File: src/hw/rtl/selt_pkg.sv
package selt_pkg;

  localparam int unsigned SLOT_W = 5;
  localparam int unsigned KEY_W  = 32;

  typedef enum logic [1:0] {
    REQ_SHARED  = 2'd0,
    REQ_EXCL    = 2'd1,
    REQ_UNLOCK  = 2'd2,
    REQ_RELEASE = 2'd3
  } req_t;

  typedef enum logic [1:0] {
    STAT_DONE   = 2'd0,
    STAT_CONF_X = 2'd1,
    STAT_CONF_S = 2'd2,
    STAT_FULL   = 2'd3
  } status_t;

  typedef enum logic [2:0] {
    ST_CLEAR,
    ST_IDLE,
    ST_SCAN,
    ST_DECIDE,
    ST_FIND,
    ST_RESP
  } state_t;

endpackage

File: src/hw/rtl/selt_if.sv
interface selt_req_if;
  logic                           valid;
  logic                           ready;
  logic [1:0]                     req_type;
  logic [selt_pkg::SLOT_W-1:0]    tx_slot;
  logic [selt_pkg::KEY_W-1:0]     resource_key;

  modport source (output valid, output req_type, output tx_slot, output resource_key,
                  input ready);
  modport sink (input valid, input req_type, input tx_slot, input resource_key,
                output ready);
endinterface

interface selt_rsp_if;
  logic                           valid;
  logic                           ready;
  logic [1:0]                     status;
  logic [selt_pkg::SLOT_W-1:0]    holder_tx;

  modport source (output valid, output status, output holder_tx, input ready);
  modport sink (input valid, input status, input holder_tx, output ready);
endinterface

File: src/hw/rtl/shared_exclusive_lock_table.sv
// Shared/exclusive lock table. Each request gives exactly one response. After reset the
// block first runs a clearing pass over the table memory and accepts no request
// meanwhile. A lock or unlock request walks the whole table once through the single read
// port of the table memory, one entry per cycle; an exclusive request that meets other
// shared holders then searches the holder bitmap one bit per cycle. A release-all request
// reads every entry and rewrites every valid one in one pass. A request from slot 0 or
// from a slot not below TX_SLOTS answers done. The block works on one request at a time;
// the response register lets the next request start while the previous response is still
// waiting.
module shared_exclusive_lock_table #(
  parameter int ENTRIES  = 64,
  parameter int TX_SLOTS = 32,
  parameter int KEY_BITS = 32
) (
  input  logic        clk,
  input  logic        rst_n,
  selt_req_if.sink    in_req,
  selt_rsp_if.source  out_rsp
);

  localparam int AW = (ENTRIES > 1) ? $clog2(ENTRIES) : 1;
  localparam int KW = (KEY_BITS < 32) ? KEY_BITS : 32;
  localparam int MW = (TX_SLOTS < 32) ? TX_SLOTS : 32;
  localparam int SW = selt_pkg::SLOT_W;
  localparam logic [AW-1:0] LAST = AW'(ENTRIES - 1);

  typedef struct packed {
    logic          valid;
    logic [KW-1:0] key;
    logic [SW-1:0] excl;
    logic [MW-1:0] smap;
  } entry_t;

  function automatic entry_t drop_holds(entry_t e, logic [SW-1:0] s);
    entry_t r;
    r = e;
    if (r.excl == s) begin
      r.excl = '0;
    end
    r.smap = r.smap & ~(MW'(1) << s);
    if (r.excl == '0 && r.smap == '0) begin
      r.valid = 1'b0;
    end
    return r;
  endfunction

  entry_t entry_mem_r [ENTRIES];
  entry_t rdata_r;

  selt_pkg::state_t state_r, state_nxt;
  logic [AW-1:0] cnt_r, cnt_nxt;
  logic          issue_r, issue_nxt;
  logic          chk_r, chk_nxt;
  logic [AW-1:0] chk_idx_r, chk_idx_nxt;
  logic          hit_r, hit_nxt;
  logic [AW-1:0] hit_idx_r, hit_idx_nxt;
  entry_t        hit_ent_r, hit_ent_nxt;
  logic          free_r, free_nxt;
  logic [AW-1:0] free_idx_r, free_idx_nxt;
  logic [1:0]    req_r, req_nxt;
  logic [SW-1:0] slot_r, slot_nxt;
  logic [KW-1:0] key_r, key_nxt;
  logic [MW-1:0] bits_r, bits_nxt;
  logic [SW-1:0] bit_idx_r, bit_idx_nxt;
  logic [1:0]    res_status_r, res_status_nxt;
  logic [SW-1:0] res_holder_r, res_holder_nxt;
  logic          out_valid_r, out_valid_nxt;
  logic [1:0]    out_status_r, out_status_nxt;
  logic [SW-1:0] out_holder_r, out_holder_nxt;

  logic          wr_en;
  logic [AW-1:0] wr_idx;
  entry_t        wr_data;
  logic [MW-1:0] own;
  logic [MW-1:0] others;
  entry_t        upd;

  assign in_req.ready      = (state_r == selt_pkg::ST_IDLE);
  assign out_rsp.valid     = out_valid_r;
  assign out_rsp.status    = out_status_r;
  assign out_rsp.holder_tx = out_holder_r;

  assign own    = MW'(1) << slot_r;
  assign others = hit_ent_r.smap & ~own;

  always_ff @(posedge clk) begin
    if (wr_en) begin
      entry_mem_r[wr_idx] <= wr_data;
    end
    rdata_r <= entry_mem_r[cnt_r];
  end

  always_comb begin
    state_nxt      = state_r;
    cnt_nxt        = cnt_r;
    issue_nxt      = issue_r;
    chk_nxt        = 1'b0;
    chk_idx_nxt    = chk_idx_r;
    hit_nxt        = hit_r;
    hit_idx_nxt    = hit_idx_r;
    hit_ent_nxt    = hit_ent_r;
    free_nxt       = free_r;
    free_idx_nxt   = free_idx_r;
    req_nxt        = req_r;
    slot_nxt       = slot_r;
    key_nxt        = key_r;
    bits_nxt       = bits_r;
    bit_idx_nxt    = bit_idx_r;
    res_status_nxt = res_status_r;
    res_holder_nxt = res_holder_r;
    out_valid_nxt  = out_valid_r && !out_rsp.ready;
    out_status_nxt = out_status_r;
    out_holder_nxt = out_holder_r;
    wr_en          = 1'b0;
    wr_idx         = cnt_r;
    wr_data        = '0;
    upd            = hit_ent_r;

    case (state_r)
      selt_pkg::ST_CLEAR: begin
        wr_en   = 1'b1;
        wr_idx  = cnt_r;
        cnt_nxt = cnt_r + AW'(1);
        if (cnt_r == LAST) begin
          cnt_nxt   = '0;
          state_nxt = selt_pkg::ST_IDLE;
        end
      end

      selt_pkg::ST_IDLE: begin
        if (in_req.valid) begin
          req_nxt        = in_req.req_type;
          slot_nxt       = in_req.tx_slot;
          key_nxt        = in_req.resource_key[KW-1:0];
          res_status_nxt = selt_pkg::STAT_DONE;
          res_holder_nxt = '0;
          if (in_req.tx_slot != '0 && 32'(in_req.tx_slot) < TX_SLOTS) begin
            cnt_nxt   = '0;
            issue_nxt = 1'b1;
            hit_nxt   = 1'b0;
            free_nxt  = 1'b0;
            state_nxt = selt_pkg::ST_SCAN;
          end else begin
            state_nxt = selt_pkg::ST_RESP;
          end
        end
      end

      selt_pkg::ST_SCAN: begin
        // Reads are issued one entry ahead of the entry being checked.
        chk_nxt     = issue_r;
        chk_idx_nxt = cnt_r;
        if (issue_r) begin
          cnt_nxt = cnt_r + AW'(1);
          if (cnt_r == LAST) begin
            issue_nxt = 1'b0;
          end
        end
        if (chk_r) begin
          if (req_r == selt_pkg::REQ_RELEASE) begin
            if (rdata_r.valid) begin
              wr_en   = 1'b1;
              wr_idx  = chk_idx_r;
              wr_data = drop_holds(rdata_r, slot_r);
            end
          end else begin
            if (rdata_r.valid && rdata_r.key == key_r && !hit_r) begin
              hit_nxt     = 1'b1;
              hit_idx_nxt = chk_idx_r;
              hit_ent_nxt = rdata_r;
            end
            if (!rdata_r.valid && !free_r) begin
              free_nxt     = 1'b1;
              free_idx_nxt = chk_idx_r;
            end
          end
          if (chk_idx_r == LAST) begin
            cnt_nxt   = '0;
            state_nxt = (req_r == selt_pkg::REQ_RELEASE) ? selt_pkg::ST_RESP
                                                         : selt_pkg::ST_DECIDE;
          end
        end
      end

      selt_pkg::ST_DECIDE: begin
        state_nxt = selt_pkg::ST_RESP;
        if (req_r == selt_pkg::REQ_UNLOCK) begin
          if (hit_r) begin
            wr_en   = 1'b1;
            wr_idx  = hit_idx_r;
            wr_data = drop_holds(hit_ent_r, slot_r);
          end
        end else if (hit_r && hit_ent_r.excl != '0 && hit_ent_r.excl != slot_r) begin
          res_status_nxt = selt_pkg::STAT_CONF_X;
          res_holder_nxt = hit_ent_r.excl;
        end else if (hit_r && req_r == selt_pkg::REQ_EXCL && others != '0) begin
          bits_nxt    = others;
          bit_idx_nxt = '0;
          state_nxt   = selt_pkg::ST_FIND;
        end else if (hit_r || free_r) begin
          if (!hit_r) begin
            upd.valid = 1'b1;
            upd.key   = key_r;
            upd.excl  = '0;
            upd.smap  = '0;
          end
          if (req_r == selt_pkg::REQ_SHARED) begin
            upd.smap = upd.smap | own;
          end else begin
            upd.smap = upd.smap & ~own;
            upd.excl = slot_r;
          end
          wr_en   = 1'b1;
          wr_idx  = hit_r ? hit_idx_r : free_idx_r;
          wr_data = upd;
        end else begin
          res_status_nxt = selt_pkg::STAT_FULL;
        end
      end

      selt_pkg::ST_FIND: begin
        // Walk the other shared holders from the lowest slot upward.
        if (bits_r[0]) begin
          res_status_nxt = selt_pkg::STAT_CONF_S;
          res_holder_nxt = bit_idx_r;
          state_nxt      = selt_pkg::ST_RESP;
        end else begin
          bits_nxt    = bits_r >> 1;
          bit_idx_nxt = bit_idx_r + SW'(1);
        end
      end

      selt_pkg::ST_RESP: begin
        if (!out_valid_r || out_rsp.ready) begin
          out_valid_nxt  = 1'b1;
          out_status_nxt = res_status_r;
          out_holder_nxt = res_holder_r;
          state_nxt      = selt_pkg::ST_IDLE;
        end
      end

      default: begin
        state_nxt = selt_pkg::ST_IDLE;
      end
    endcase
  end

  always_ff @(posedge clk) begin
    if (!rst_n) begin
      state_r     <= selt_pkg::ST_CLEAR;
      cnt_r       <= '0;
      issue_r     <= 1'b0;
      chk_r       <= 1'b0;
      hit_r       <= 1'b0;
      free_r      <= 1'b0;
      out_valid_r <= 1'b0;
    end else begin
      state_r     <= state_nxt;
      cnt_r       <= cnt_nxt;
      issue_r     <= issue_nxt;
      chk_r       <= chk_nxt;
      hit_r       <= hit_nxt;
      free_r      <= free_nxt;
      out_valid_r <= out_valid_nxt;
    end
  end

  always_ff @(posedge clk) begin
    chk_idx_r    <= chk_idx_nxt;
    hit_idx_r    <= hit_idx_nxt;
    hit_ent_r    <= hit_ent_nxt;
    free_idx_r   <= free_idx_nxt;
    req_r        <= req_nxt;
    slot_r       <= slot_nxt;
    key_r        <= key_nxt;
    bits_r       <= bits_nxt;
    bit_idx_r    <= bit_idx_nxt;
    res_status_r <= res_status_nxt;
    res_holder_r <= res_holder_nxt;
    out_status_r <= out_status_nxt;
    out_holder_r <= out_holder_nxt;
  end

endmodule

File: src/flat_wrapper.sv
// flat-port wrapper written by rule: the top's interface ports become plain ports
module shared_exclusive_lock_table_flat 
#(
  parameter int ENTRIES  = 64,
  parameter int TX_SLOTS = 32,
  parameter int KEY_BITS = 32
)
  (clk, rst_n, in_req_valid, in_req_req_type, in_req_tx_slot, in_req_resource_key, in_req_ready, out_rsp_valid, out_rsp_status, out_rsp_holder_tx, out_rsp_ready);
  selt_req_if in_req_i ();
  selt_rsp_if out_rsp_i ();
  input  logic clk;
  input  logic rst_n;
  input wire logic [$bits(in_req_i.valid)-1:0] in_req_valid;
  input wire logic [$bits(in_req_i.req_type)-1:0] in_req_req_type;
  input wire logic [$bits(in_req_i.tx_slot)-1:0] in_req_tx_slot;
  input wire logic [$bits(in_req_i.resource_key)-1:0] in_req_resource_key;
  output wire logic [$bits(in_req_i.ready)-1:0] in_req_ready;
  output wire logic [$bits(out_rsp_i.valid)-1:0] out_rsp_valid;
  output wire logic [$bits(out_rsp_i.status)-1:0] out_rsp_status;
  output wire logic [$bits(out_rsp_i.holder_tx)-1:0] out_rsp_holder_tx;
  input wire logic [$bits(out_rsp_i.ready)-1:0] out_rsp_ready;
  assign in_req_i.valid = in_req_valid;
  assign in_req_i.req_type = in_req_req_type;
  assign in_req_i.tx_slot = in_req_tx_slot;
  assign in_req_i.resource_key = in_req_resource_key;
  assign in_req_ready = in_req_i.ready;
  assign out_rsp_valid = out_rsp_i.valid;
  assign out_rsp_status = out_rsp_i.status;
  assign out_rsp_holder_tx = out_rsp_i.holder_tx;
  assign out_rsp_i.ready = out_rsp_ready;
  shared_exclusive_lock_table #(.ENTRIES(ENTRIES), .TX_SLOTS(TX_SLOTS), .KEY_BITS(KEY_BITS)) u_core (.clk(clk), .rst_n(rst_n), .in_req(in_req_i), .out_rsp(out_rsp_i));
endmodule
File: config.mk
export PLATFORM = sky130hd
export DESIGN_NAME = shared_exclusive_lock_table_flat
export DESIGN_NICKNAME = d
export VERILOG_FILES = /design/src/hw/rtl/selt_pkg.sv /design/src/hw/rtl/selt_if.sv /design/src/hw/rtl/shared_exclusive_lock_table.sv /design/src/flat_wrapper.sv
export SDC_FILE = /design/constraint.sdc
export NUM_CORES = 2
export LEC_CHECK = 0
export ABC_AREA = 1
export BUFFER_PORTS_ARGS = -buffer_cell sky130_fd_sc_hd__buf_2
export CORE_ASPECT_RATIO = 0.8
export CORE_MARGIN = 3
export CORE_UTILIZATION = 26
export DETAILED_ROUTE_END_ITERATION = 10
export GPL_ROUTABILITY_DRIVEN = 0
export SLEW_MARGIN = 15
export SYNTH_ARGS = -nofsm -noshare
export SYNTH_HDL_FRONTEND = slang
export SYNTH_MEMORY_MAX_BITS = 65536
export SYNTH_SLANG_ARGS = --single-unit
File: constraint.sdc
create_clock -name clk -period 12.8 [get_ports clk]
set_clock_uncertainty 0.15 [all_clocks]
set_input_delay 0.64 -clock clk [delete_from_list [all_inputs] [get_ports clk]]
set_output_delay 0.64 -clock clk [all_outputs]
set_load 0.05 [all_outputs]
# Word-level counts from Yosys, hierarchy flattened
# Memories as Yosys holds them, arrays and structs flattened. A register that Yosys moved wholly into a read port is not among the register bits.
# Cells that the tools add are included.
# word_totals
register_bits	192
mem_bits_rw	4480
in_bits	43
mem_count	1
# op_classes
add_sub_neg	2
eq_ne	31
shift	1
muxes	107
n_bitwise	6
reduce_logical	44
# mem_list
memory	depth	width	read_ports	rd_ports_with_merged_regs	write_ports	line_no	source
u_core.entry_mem_r	64	70	1	1	1	shared_exclusive_lock_table.sv:47	entry_t entry_mem_r [ENTRIES];
# op_table
op	n
two-way mux 70 bit	14
two-way mux 32 bit	5
one-hot mux 70 bit (2 select lines)	1
AND 32 bit	3
two-way mux 5 bit	18
two-way mux 6 bit	15
logical NOT 32 bit	2
one-hot mux 32 bit (2 select lines)	1
== test 32 bit	1
inverter 32 bit	1
OR 32 bit	1
nonzero test 32 bit	1
<< shifter 1 x 5 -> 32 bit (first input constant)	1
two-way mux 3 bit	10
two-way mux 1 bit	27
AND reduction 6 bit	4
inequality test 2 x 1 -> 1 bit (second input constant)	10
one-hot mux 3 bit (6 select lines)	1
one-hot mux 6 bit (3 select lines)	1
one-hot mux 5 bit (3 select lines)	1
== test 6 bit (second input constant)	2
two-way mux 2 bit	6
one-hot mux 6 bit (2 select lines)	1
AND reduction 4 bit	3
other kinds (28)	61

# Depth between registers and ports, before layout
# logic_depth
depth_word	16
mapped_depth	20
mapped_depth_nobuf	19

# Worst setup path before layout
# OpenSTA, ideal clock, no wires.
# synth_timing
path_kind	reg-to-reg
start	register u_core.hit_r
end	register u_core.hit_ent_r[0] in the netlist's numbering, enable pin
setup_time_ps	603
t_arrival_ps	6360
required_time_ps	12047
setup_slack_ps	5687
stages_incl_launch_ff	7
period_less_slack_ps	7113
cell_sequence	dfxtp_1 -> clkinv_1 -> clkbuf_1 -> nand3_1 -> nor4_1 -> nand3_1 -> nor3_1
# synth_via
elab_chain_cells	3
# synth_rtl
element	line_no	source
from (decl)	shared_exclusive_lock_table.sv:55	logic hit_r, hit_nxt;
from (signal assigned)	shared_exclusive_lock_table.sv:262	hit_r <= hit_nxt;
logical NOT 1 bit	shared_exclusive_lock_table.sv:167	if (rdata_r.valid && rdata_r.key == key_r && !hit_r) begin
logical AND 1 bit	shared_exclusive_lock_table.sv:167	
AND reduction 4 bit (no source line)	-	
to (signal assigned)	shared_exclusive_lock_table.sv:271	hit_ent_r <= hit_ent_nxt;
to (decl)	shared_exclusive_lock_table.sv:57	entry_t hit_ent_r, hit_ent_nxt;
# No other way between the ends.
# A chain may end at the register's enable or synchronous reset.

# Worst setup path in the final report
# layout_timing
start	register u_core.slot_r[3]
end	memory u_core.entry_mem_r[22][53] in the netlist's numbering, enable pin
# layout_via
elab_chain_cells	11
word_cells_on_any_way	17
classes_between	1 x eq/ne; 1 x shift; 10 x mux; 2 x bitwise; 3 x reduce/logical
# layout_rtl
element	line_no	source
from (decl)	shared_exclusive_lock_table.sv:61	logic [SW-1:0] slot_r, slot_nxt;
from (signal assigned)	shared_exclusive_lock_table.sv:274	slot_r <= slot_nxt;
<< shifter 1 x 5 -> 32 bit	shared_exclusive_lock_table.sv:83	assign own = MW'(1) << slot_r;
inverter 32 bit	shared_exclusive_lock_table.sv:84	assign others = hit_ent_r.smap & ~own;
AND 32 bit	shared_exclusive_lock_table.sv:84	
nonzero test 32 bit	shared_exclusive_lock_table.sv:196	end else if (hit_r && req_r == selt_pkg::REQ_EXCL && others != '0) begin
logical AND 1 bit	shared_exclusive_lock_table.sv:196	
two-way mux 1 bit	shared_exclusive_lock_table.sv:196	
two-way mux 1 bit	shared_exclusive_lock_table.sv:193	end else if (hit_r && hit_ent_r.excl != '0 && hit_ent_r.excl != slot_r) begin
two-way mux 1 bit	shared_exclusive_lock_table.sv:187	if (req_r == selt_pkg::REQ_UNLOCK) begin
one-hot mux 1 bit (3 select lines)	shared_exclusive_lock_table.sv:119	case (state_r)
two-way mux 1 bit	shared_exclusive_lock_table.sv:87	if (wr_en) begin
two-way mux 1 bit (not written as such)	shared_exclusive_lock_table.sv:88	entry_mem_r[wr_idx] <= wr_data;
to (decl)	shared_exclusive_lock_table.sv:47	
# Parallel ways exist; a longest one is shown, timed or not.

==> impl_metrics.yaml <==
grt:
  grt.overflow.total: 0
  first_global_vias: 113000
  maximum_number_of_pins_on_one_net_before_global_route_repair: 180
  grt_first_pass_wirelength_um: 860000
  global_route.usage.total_pct: 16.0
  antenna_violations_before_repair: 31
route:
  detail-route-antenna-nets: 0
  detailroute.wirelength.met3_um: 82500
  route.met2.wl_um: 257000
  wl_per_cell_um: 25.7
  drt_iter0_markers: 19500
  met1_layer_wirelength_in_the_final_routing_um: 252000
  count_of_unresolved_drc_violations_after_routing: 0
  drt_first_pass_iters: 8
  highest_layer: "met5"
  vias: 124000
  via_per_inst: 5.24
  detail_route.wirelength_um: 610000
cells_and_area:
  finalNetCount: 14000
  syn2layout_area_growth_pct: 14.2
  fillCellCount: 70400
  most-common-layout-cells: "sky130_fd_sc_hd__edfxtp_1, sky130_fd_sc_hd__nor2_1, sky130_fd_sc_hd__o21ai_0, sky130_fd_sc_hd__o22ai_1, sky130_fd_sc_hd__clkbuf_16"
  layout.cells.most_common: "sky130_fd_sc_hd__edfxtp_1"
  drive_gt1_share_pct: 8.38
  fin_util_pct: 29.9
  fin_area_um2: 212000
timing:
  setup_tns_ns: 0
  min_period_over_period_pct: 51.5
  rsz0062_at_grt: "no"
  max_slew_margin_pct: 15.8
  max_slew.worst_pin.slew_ns: 1.26
  final_number_of_hold_violating_endpoints: 0
  final-max-slew-violation-count: 0
  final.hold.worst_slack_ns: 0.105
  timing.final.setup_violations: 0
  maxClockFrequency_mhz: 152
  period_minus_slack_ns: 6.59
clock_network:
  cts_buffers: 438
  max-clock-path-buffers: 4
  worstSkewPairLatency_ns: 1.00
  cts-htree-levels: 5
  cts.sinks: 4742
  tritoncts: "yes"
  cts-root-buf: "sky130_fd_sc_hd__clkbuf_16"
  path_clk_slew_ns: 0.06
floorplanning:
  floorplan.initialDensity_pct: 26.2
  design.core.area_um2: 709000
  io_pins: 52
  die_w_um: 951
  die_area_um2: 724000
  row_count: 276
  die_h_um: 762
critical_path:
  r2r.worst_path.cells: 18
  arrival_ns: 7.01
  crit_path_end_kind: "register"
  cp.required_ns: 13.22
  path_class: "reg -> reg"
  worstReg2RegEnd: "u_core.entry_mem_r[22][53]"
  crit_path_max_fanout: 35
  regToRegStartpoint: "u_core.slot_r[3]"
  r2r_slack_ns: 6.21
  startpoint_type_of_the_worst_setup_path: "register"
logic_synthesis:
  yosys_register_bits: 4742
  syn-mean-instance-area_um2: 13.2
  netlist-cell-type-count: 57
  mappedNetlistArea_um2: 186000
  synth_nets: 14100
  yosys_warnings: 0
  synthesis.instances: 14100
  synth_seq_area_share_pct: 76.3
placement:
  detail_placement_hpwl_um: 332000
  place.port_buffers: 51
  placed_area_um2: 198000
run:
  number_of_max_capacitance_violations_reported: 0
worst_hold_path:
  min_to: "u_core.out_rsp.holder_tx[0]"
  min-delay-path-class: "in -> reg"
  worst_hold_startpoint: "out_rsp_ready"
  worstHoldPathCells: 3
power_and_ir_drop:
  ir_drop_mv: 0.138
  design_internal_power_w: 0.0271
  leakagePower_nw: 66.8
  combinational_share_of_power_pct: 23.8
  power.switching_w: 0.0134
  power_per_cell_area_nw_per_um2: 191
  fin_total_pwr_w: 0.0405
  power.switching_fraction_pct: 33.2
  share_seq_of_total_power_pct: 44.4
  power.share.clock_pct: 31.8
outcome:
  run_status: "finished clean"
-- registers in the layout (all words and copies together) (netlist names), 2 cells and up --
signal,flops
u_core.hit_ent_r,70
u_core.key_r,32
u_core.state_r,3
u_core.out_rsp.holder_tx,5
u_core.res_status_r,2
u_core.out_rsp.status,2
u_core.cnt_r,6
u_core.hit_idx_r,6
u_core.res_holder_r,5
u_core.req_r,2
u_core.free_idx_r,6
u_core.bits_r,32
u_core.bit_idx_r,5
u_core.rdata_r,70
u_core.entry_mem_r,4480
u_core.slot_r,5
u_core.chk_idx_r,6
-- cell type report --
class                   instances  area [um2]  area share [%]
repair buffers                422        3440            1.62
clock buffers                 571       11900            5.62
multi-input cells            8228       40900            19.3
inverters                     102         443           0.209
flip-flops and latches       4742      142000            66.8
diodes                         10        25.0          0.0118
well taps                    9452       11800            5.58
clock inverters               226        1840           0.870
-- synth_stat cells (all sizes together) --
library cell	n	area share (%)
o22ai	1449	4.9
o2111ai	3	0.014
o221ai	7	0.033
a31oi	2	0.0067
o41ai	1	0.0047
o32ai	74	0.35
a22o	13	0.061
edfxtp	4658	75
clkinv	6	0.015
nand2	335	0.73
nand3b	1	0.011
and3	1	0.0034
and3b	1	0.0047
a2111oi	1	0.0047
nor3	14	0.047
o211ai	7	0.028
xnor2	6	0.028
nor4	6	0.020
a22oi	2	0.0081
nand3	42	0.17
or2	2	0.0067
clkbuf	891	1.8
o21ai	3019	8.1
buf	141	0.39
or4	1	0.0040
ha	2	0.013
nand4	40	0.14
a211oi	2	0.0081
nor3b	1	0.0040
a21oi	29	0.082
nor2	3141	6.4
xor2	10	0.047
inv	96	0.20
dfxtp	84	0.91
a21boi	5	0.020
a311oi	2	0.0094
o31ai	7	0.028
a221oi	2	0.0094
-- per-layer routing --
layer  up-vias  GRT usage (%)
met3       999           4.38
met2      8005           22.9
li1      52600              -
met1     62800           23.5
met4        16           4.62
met5         -              0
-- power groups by stage --
stage	registers, W	logic, W	clock network [W]
2_1_floorplan	0.0179	0.00620	0
3_3_place_gp	0.0183	0.00939	0
3_5_place_dp	0.0183	0.00945	0
4_1_cts	0.0179	0.00949	0.0130
5_1_grt	0.0180	0.0104	0.0136
6_report	0.0180	0.00965	0.0129
-- repair_timing --
| action | in CTS | in global routing |
|---|---|---|
| gates resized for setup | 0 | 0 |
| buffers inserted | 0 | 0 |
| endpoints found under the hold margin | 50 | 0 |
| hold buffers | 40 | 0 |
-- how the worst max path moves through the flow --
| stage | from | to | slack [ns] |
|---|---|---|---|
| final | u_core.slot_r[3] | u_core.entry_mem_r[22][53] | 6.21 |
| after floorplan | u_core.hit_r | u_core.hit_ent_r[0] | 5.69 |
| after global routing | u_core.slot_r[3] | u_core.entry_mem_r[22][53] | 6.12 |
| after CTS | u_core.slot_r[3] | u_core.entry_mem_r[22][47] | 6.34 |
| after detailed placement | u_core.slot_r[3] | u_core.entry_mem_r[22][31] | 6.39 |
| after global placement | u_core.slot_r[3] | u_core.entry_mem_r[22][45] | 6.35 |
-- through the flow --
| step | std cells | setup slack, ns |
|---|---|---|
| 2_1_floorplan | 14100 | 5.69 |
| 3_3_place_gp | 22900 | 6.35 |
| 3_5_place_dp | 22900 | 6.39 |
| 4_1_cts | 23700 | 6.34 |
| 5_1_grt | 23700 | 6.12 |
| 6_report | 23800 | 6.21 |
-- kinds of logic after synthesis --
family | synth area share [%]
AO/OA/AOI/OAI | 13.7
XOR/XNOR | 0.0755
adder cells (fa/ha/maj) | 0.0135
buffers and inverters | 2.41
flip-flops | 76.3
AND/OR/NAND/NOR | 7.55
-- worst max-delay path, cell delays in order, from the launching register on --
cell and delay [ns]:
sky130_fd_sc_hd__edfxtp_1 0.96, sky130_fd_sc_hd__inv_4 0.24, sky130_fd_sc_hd__nor2_2 0.18, sky130_fd_sc_hd__nand2_1 0.10, sky130_fd_sc_hd__nand2_1 0.16, sky130_fd_sc_hd__nand2_1 0.10
sky130_fd_sc_hd__nor2_1 0.21, sky130_fd_sc_hd__nand2_1 0.11, sky130_fd_sc_hd__nor2_2 0.14, sky130_fd_sc_hd__nand2_2 0.11, sky130_fd_sc_hd__nand2_4 0.14, sky130_fd_sc_hd__nand3_4 0.10
sky130_fd_sc_hd__nand2_4 0.38, sky130_fd_sc_hd__nand3b_4 0.18, sky130_fd_sc_hd__nand2_8 0.15, sky130_fd_sc_hd__nand3_1 0.44, sky130_fd_sc_hd__nor2_4 0.68, sky130_fd_sc_hd__buf_4 0.76
sky130_fd_sc_hd__buf_4 0.74
(Power assumes the default switching activity.)
